## config.mk

```make
export PLATFORM = sky130hd
export DESIGN_NAME = gcp_ctrl
export DESIGN_NICKNAME = d
export VERILOG_FILES = /design/src/rtl/gcp_pkg.sv /design/src/rtl/gcp_ctrl.sv
export SDC_FILE = /design/constraint.sdc
export NUM_CORES = 1
export LEC_CHECK = 0
export ABC_AREA = 0
export BUFFER_PORTS_ARGS = -buffer_cell sky130_fd_sc_hd__buf_2
export CAP_MARGIN = 20
export CELL_PAD_IN_SITES_DETAIL_PLACEMENT = 1
export CELL_PAD_IN_SITES_GLOBAL_PLACEMENT = 2
export CORE_AREA = 2 2 39 41
export DETAILED_ROUTE_END_ITERATION = 7
export DIE_AREA = 0 0 41 43
export HOLD_SLACK_MARGIN = 0.1
export PLACE_DENSITY = 0.6
export SKIP_CTS_REPAIR_TIMING = 1
export SLEW_MARGIN = 10
export SYNTH_ARGS = -nofsm -noshare
export SYNTH_HDL_FRONTEND = slang
export SYNTH_SLANG_ARGS = --single-unit
```

## constraint.sdc

```tcl
create_clock -name clk_i -period 2.1 [get_ports clk_i]
set_input_delay 0.21 -clock clk_i [delete_from_list [all_inputs] [get_ports clk_i]]
set_output_delay 0.21 -clock clk_i [all_outputs]
set_load 0.05 [all_outputs]
```

## src/rtl/gcp_pkg.sv

```systemverilog
// gcp_pkg: shared types and constants of the geometry command port buffer
// no dependencies; imported by the interfaces and by every module

package gcp_pkg;

  // buffer geometry
  localparam int unsigned BUFFER_WORDS = 32768;
  localparam int unsigned ADDR_W       = $clog2(BUFFER_WORDS);
  localparam int unsigned PTR_W        = 20;

  // field widths
  localparam int unsigned ACTION_W = 3;
  localparam int unsigned OFFSET_W = 12;
  localparam int unsigned INDEX_W  = 15;
  localparam int unsigned DATA_W   = 32;
  localparam int unsigned ERROR_W  = 2;

  // fill pattern of the buffer after reset
  localparam logic [DATA_W-1:0] FILL_WORD = 32'h0780_0f0f;

  // command word packing
  localparam logic [DATA_W-1:0] CMD_KEEP_TOP = 32'h800f_ffff;
  localparam logic [DATA_W-1:0] CMD_KEEP_LOW = 32'h000f_ffff;
  localparam int unsigned       CMD_REG_LSB  = 23;
  localparam int unsigned       CMD_BANK_LSB = 29;

  // port window offsets
  localparam logic [OFFSET_W-1:0] OFF_CMD_LIMIT = 12'h400;
  localparam logic [OFFSET_W-1:0] OFF_WP_LOAD   = 12'h402;
  localparam logic [OFFSET_W-1:0] OFF_WP_READ   = 12'h802;
  localparam logic [OFFSET_W-1:0] OFF_RP        = 12'hC02;

  // request actions
  typedef enum logic [ACTION_W-1:0] {
    ACT_PORT_WR = 3'd0,
    ACT_PORT_RD = 3'd1,
    ACT_PROG_WR = 3'd2,
    ACT_BUF_WR  = 3'd3,
    ACT_BUF_RD  = 3'd4
  } gcp_action_e;

  // error codes
  typedef enum logic [ERROR_W-1:0] {
    ERR_NONE     = 2'd0,
    ERR_UNKNOWN  = 2'd1,
    ERR_PAST_END = 2'd2
  } gcp_error_e;

  // request payload
  typedef struct packed {
    logic [ACTION_W-1:0] action;
    logic [OFFSET_W-1:0] port_offset;
    logic [INDEX_W-1:0]  buffer_index;
    logic [DATA_W-1:0]   write_data;
    logic [DATA_W-1:0]   lane_mask;
  } gcp_req_t;

  // controller to datapath
  typedef struct packed {
    logic clear;  // write fill word at the clear counter
    logic load;   // capture request and read the buffer
    logic exec;   // carry out the captured request
  } gcp_cmd_t;

  // datapath to controller
  typedef struct packed {
    logic clear_last;  // clear counter at the last word
  } gcp_sts_t;

endpackage

```

## src/rtl/gcp_ctrl.sv

```systemverilog
// gcp_ctrl: sequencer of the geometry command port (clear, accept, execute, respond)
// depends on gcp_pkg

module gcp_ctrl (
  input  logic              clk_i,
  input  logic              rst_ni,
  input  logic              req_valid_i,
  output logic              req_ready_o,
  output logic              rsp_valid_o,
  input  logic              rsp_ready_i,
  input  gcp_pkg::gcp_sts_t sts_i,
  output gcp_pkg::gcp_cmd_t cmd_o
);
  import gcp_pkg::*;

  typedef enum logic [3:0] {
    S_CLEAR = 4'b0001,
    S_IDLE  = 4'b0010,
    S_EXEC  = 4'b0100,
    S_RESP  = 4'b1000
  } state_e;

  state_e state_q, state_d;
  logic   accept;

  assign req_ready_o = (state_q == S_IDLE);
  assign rsp_valid_o = (state_q == S_RESP);
  assign accept      = req_valid_i && req_ready_o;

  // next state and commands
  always_comb begin
    state_d     = state_q;
    cmd_o.clear = 1'b0;
    cmd_o.load  = 1'b0;
    cmd_o.exec  = 1'b0;
    unique case (state_q)
      S_CLEAR: begin
        cmd_o.clear = 1'b1;
        if (sts_i.clear_last) begin
          state_d = S_IDLE;
        end
      end
      S_IDLE: begin
        if (accept) begin
          cmd_o.load = 1'b1;
          state_d    = S_EXEC;
        end
      end
      S_EXEC: begin
        cmd_o.exec = 1'b1;
        state_d    = S_RESP;
      end
      S_RESP: begin
        if (rsp_ready_i) begin
          state_d = S_IDLE;
        end
      end
      default: begin
        state_d = S_CLEAR;
      end
    endcase
  end

  // state register
  always_ff @(posedge clk_i or negedge rst_ni) begin
    if (!rst_ni) begin
      state_q <= S_CLEAR;
    end else begin
      state_q <= state_d;
    end
  end

endmodule

```

# == After elaboration in Yosys (flattened, before gate mapping) ==
# Cells that the tools add are included.
# op_classes
add_sub_neg,0
n_mul,0
div,0
order_cmp,0
eq_ne,7
shifts,0
mux,8
bitwise_logic,0
n_reduce_logical,2
# op_table
op,n
one-hot mux 4 bit (4 select lines),1
2-to-1 mux 4 bit,3
"equality test 4 x 1 -> 1 bit, second input constant",1
"equality test 4 x 2 -> 1 bit, second input constant",1
"equality test 4 x 3 -> 1 bit, second input constant",1
"equality test 4 bit, second input constant",1
2-to-1 mux 1 bit,4
"inequality test 2 x 1 -> 1 bit, second input constant",2
AND reduction 3 bit,1
"inequality test 2 bit, second input constant",1
logical AND 1 bit,1
# totals
register_bits,4
latch_bits,0
ram_bits,0
mem_bits_ro,0
in_bits,5
output_inout_bits,5
word_cells,18
memories,0

# == Depth between registers and ports, before layout ==
# depth
word_depth,4
mapped_depth,4
depth_no_buf,3

# == Worst setup path before layout ==
# Ideal clock, no wire load.
# synth_path
path_kind,reg-to-output
startpoint,reg state_q[3]
endpoint,out cmd_o[2] in the netlist's numbering
arrival_time_ns,2.225
required_time_ns,1.890
path_slack_ns,-0.335
path_stages_with_launch,3
path_buffers,1
cell_sequence,dfrtp_1 -> clkbuf_1 -> nor4b_1
# synth_lines
item,line_no,source
from (decl),gcp_ctrl.sv:23,"state_e state_q, state_d;"
from (signal assigned),gcp_ctrl.sv:69,state_q <= state_d;
to (decl),gcp_ctrl.sv:12,output gcp_pkg::gcp_cmd_t cmd_o

==> flow_summary.ini <==
[floorplanning]
dieArea_um2 = 1760
fp-row-count = 14
die_h_um = 43
pin_count = 10
start_util_pct = 17.6
die_x_um = 41
core_area_um2 = 1380

[place]
dp_cells = 49
routabilityCongestion = 0.686
dp_hpwl_um = 527
io_buffers = 9

[sta]
slew_headroom_pct = 74.9
setup_violations = 0
worst_pin_slew_ns = 0.376
rsz0062_at_grt = false
period_share_pct = 77.4
hold_viol_final = 0
finClkSkew_ns = 0.00518
setup-tns-final_ns = 0
final.min_clock_period_ns = 1.63
final_max_slew_viol_count = 0
max_freq_mhz = 615

[route]
wl_per_cell_um = 12.6
drc = 0
postRouteAntennaNets = 0
drt_iter0_markers = 0
vias = 245
viasPerCell = 4.54
routed_wl_um = 679
first_pass_iters = 1

[grt]
grt_start_max_net_pins = 10
grt_pass1_wl_um = 1140
antenna_found_initial = 0
grtUsageTotal_pct = 10.6
grt_pass1_vias = 237
grt_overflow = 0

[synth]
synth_seq_cells = 4
netlist.area_leader.share_pct = 30.8
syn_inst = 26
synth.distinct_cells = 20
ys_warn_count = 0
syn-cell-area_um2 = 244
synth_top_area_cell = dfrtp_1
ys_seq_area_share_pct = 41.5
syn_area_per_cell_um2 = 9.38
synth_area_leaders = dfrtp_1 (31%), dfstp_2 (11%), nor4_1 (5.1%)
syn_nets = 31

[cts]
clock-root-buffer = clkbuf_4
cts_tree = built
clock-sinks = 4
cts_buffer_depth = 2
cts.reportedPaths.clkPinSlew_ns = 0.04
clk-insertion-delay-late_ns = 0.24
cts_made_buffers = 3
htree_num_levels = 1

[min_path]
min_path_type = primary input to flop
whs_endpoint = state_q[3]
hold_path_startpoint = rsp_ready_i
worstHoldPathCells = 2

[setup_path]
worst_r2r_path_depth = 3
arrival_ns = 1.42
rr_startpoint = state_q[0]
r2r_setup_slack_ns = 0.91
critPathCaptureType = output port
worstPathRequired_ns = 1.89
cp-startpoint = state_q[2]
crit_type = flop to output port
critPathLaunchType = flop
reg2reg_to = state_q[0]
cp_max_fo = 6

[layout]
drive_above_1_share_pct = 50.0
nets = 44
antennaDiodeCount = 0
largest_reg_flops = 4
top_regs = state_q: 4 flops
syn_to_final_growth_pct = 42.1
regMostFlops = state_q
fill_cells = 179
final_cells = 54

[power_and_ir_drop]
power_density_nw_per_um2 = 1380
max-vdd-ir-drop_mv = 0.494
p_leak_nw = 0.173

[job]
drv_cap = 0

[run_status]
run_status = completed
## metrics by stage
| stage | power, mW | worst slack [ns] | util (%) | instance area (µm²) | hold WS [ns] |
|---|---|---|---|---|---|
| final | 0.477 | 0.474 | 25.0 | 347 | 0.192 |
| after floorplan | 0.318 | 0.344 | - | 256 | -0.0856 |
| after global routing | 0.515 | 0.376 | 25.0 | 347 | 0.197 |
| after global placement | 0.368 | 0.780 | 22.4 | 310 | 0.0172 |
| after CTS | 0.486 | 0.460 | 24.3 | 337 | -0.239 |
| after detailed placement | 0.371 | 0.723 | 22.4 | 310 | 0.0217 |
## cell usage after synthesis
cell type	n
inv_2	1
o211a_1	1
a22o_1	1
nor2_1	3
nand2_1	1
o21bai_1	1
o21ai_0	1
o31a_1	1
nor4_2	1
buf_4	1
nand3_1	1
dfstp_2	1
nor4b_1	1
nor3_2	1
nand3b_1	1
nand2b_2	1
inv_1	2
dfrtp_1	3
nor4_1	2
clkbuf_1	1
## power breakdown
part	leakage [nW]	switching, mW	total, mW	internal (mW)
registers	0.0511	0.0437	0.150	0.107
logic	0.107	0.141	0.218	0.0765
clock network	0.0150	0.0377	0.109	0.0717
## cell families (layout without fill, tap and decap cells)
kind of cell           Yosys count  count (layout)  share of synthesized area [%]
buffers and inverters            5              17                           9.23
AO/OA/AOI/OAI                    5               5                           16.4
AND/OR/NAND/NOR                 12              12                           32.8
flip-flops                       4               4                           41.5
## per-layer routing
layer / part of all wire, % / GRT usage [%] / up-vias / wire length, µm
li1: - / - / 116 / -
met1: 39 / 11.9 / 119 / 267
met2: 51 / 14.4 / 10 / 343
met3: 9.9 / 8.90 / 0 / 67
met4: 0 / 4.00 / 0 / 0
met5: 0 / 0 / - / 0
## final cells by class
| class | count | area (µm²) | share of cell area (%) |
|---|---|---|---|
| multi-input combinational | 17 | 133 | 38.3 |
| inverter | 3 | 11.3 | 3.25 |
| sequential | 4 | 101 | 29.2 |
| tap | 16 | 20.0 | 5.78 |
| timing repair buffer | 10 | 55.1 | 15.9 |
| clock buffer | 4 | 26.3 | 7.58 |
## critical path: stages (launching register included)
cell     delay, ns
dfrtp_1       0.48
inv_2         0.10
nor4_2        0.28
buf_2         0.31
## worst max-delay path by stage
stage | endpoint | slack [ns] | cells after the start
after floorplan | cmd_o[2] | 0.34 | 2
after global placement | cmd_o[0] | 0.78 | 2
after detailed placement | cmd_o[0] | 0.72 | 3
after CTS | cmd_o[0] | 0.46 | 3
after global routing | cmd_o[0] | 0.38 | 3
final | cmd_o[0] | 0.47 | 3
## cells in the final DEF, fill, tap and decap left out
master and n:
o21ai_0 1, nand3b_1 1, nor3_2 1, o21bai_1 1, buf_2 9, nand3_1 1, o211a_1 1, dlygate4sd3_1 1
nor2_1 3, clkbuf_4 3, dfrtp_1 3, inv_2 1, nor4_1 1, clkbuf_1 1, dfstp_2 1, nand2_1 1
o31a_1 1, a22o_1 1, nor4_2 2, inv_1 2, nor4b_2 1, nand2b_2 1
Power figures use the tool's default switching activity.
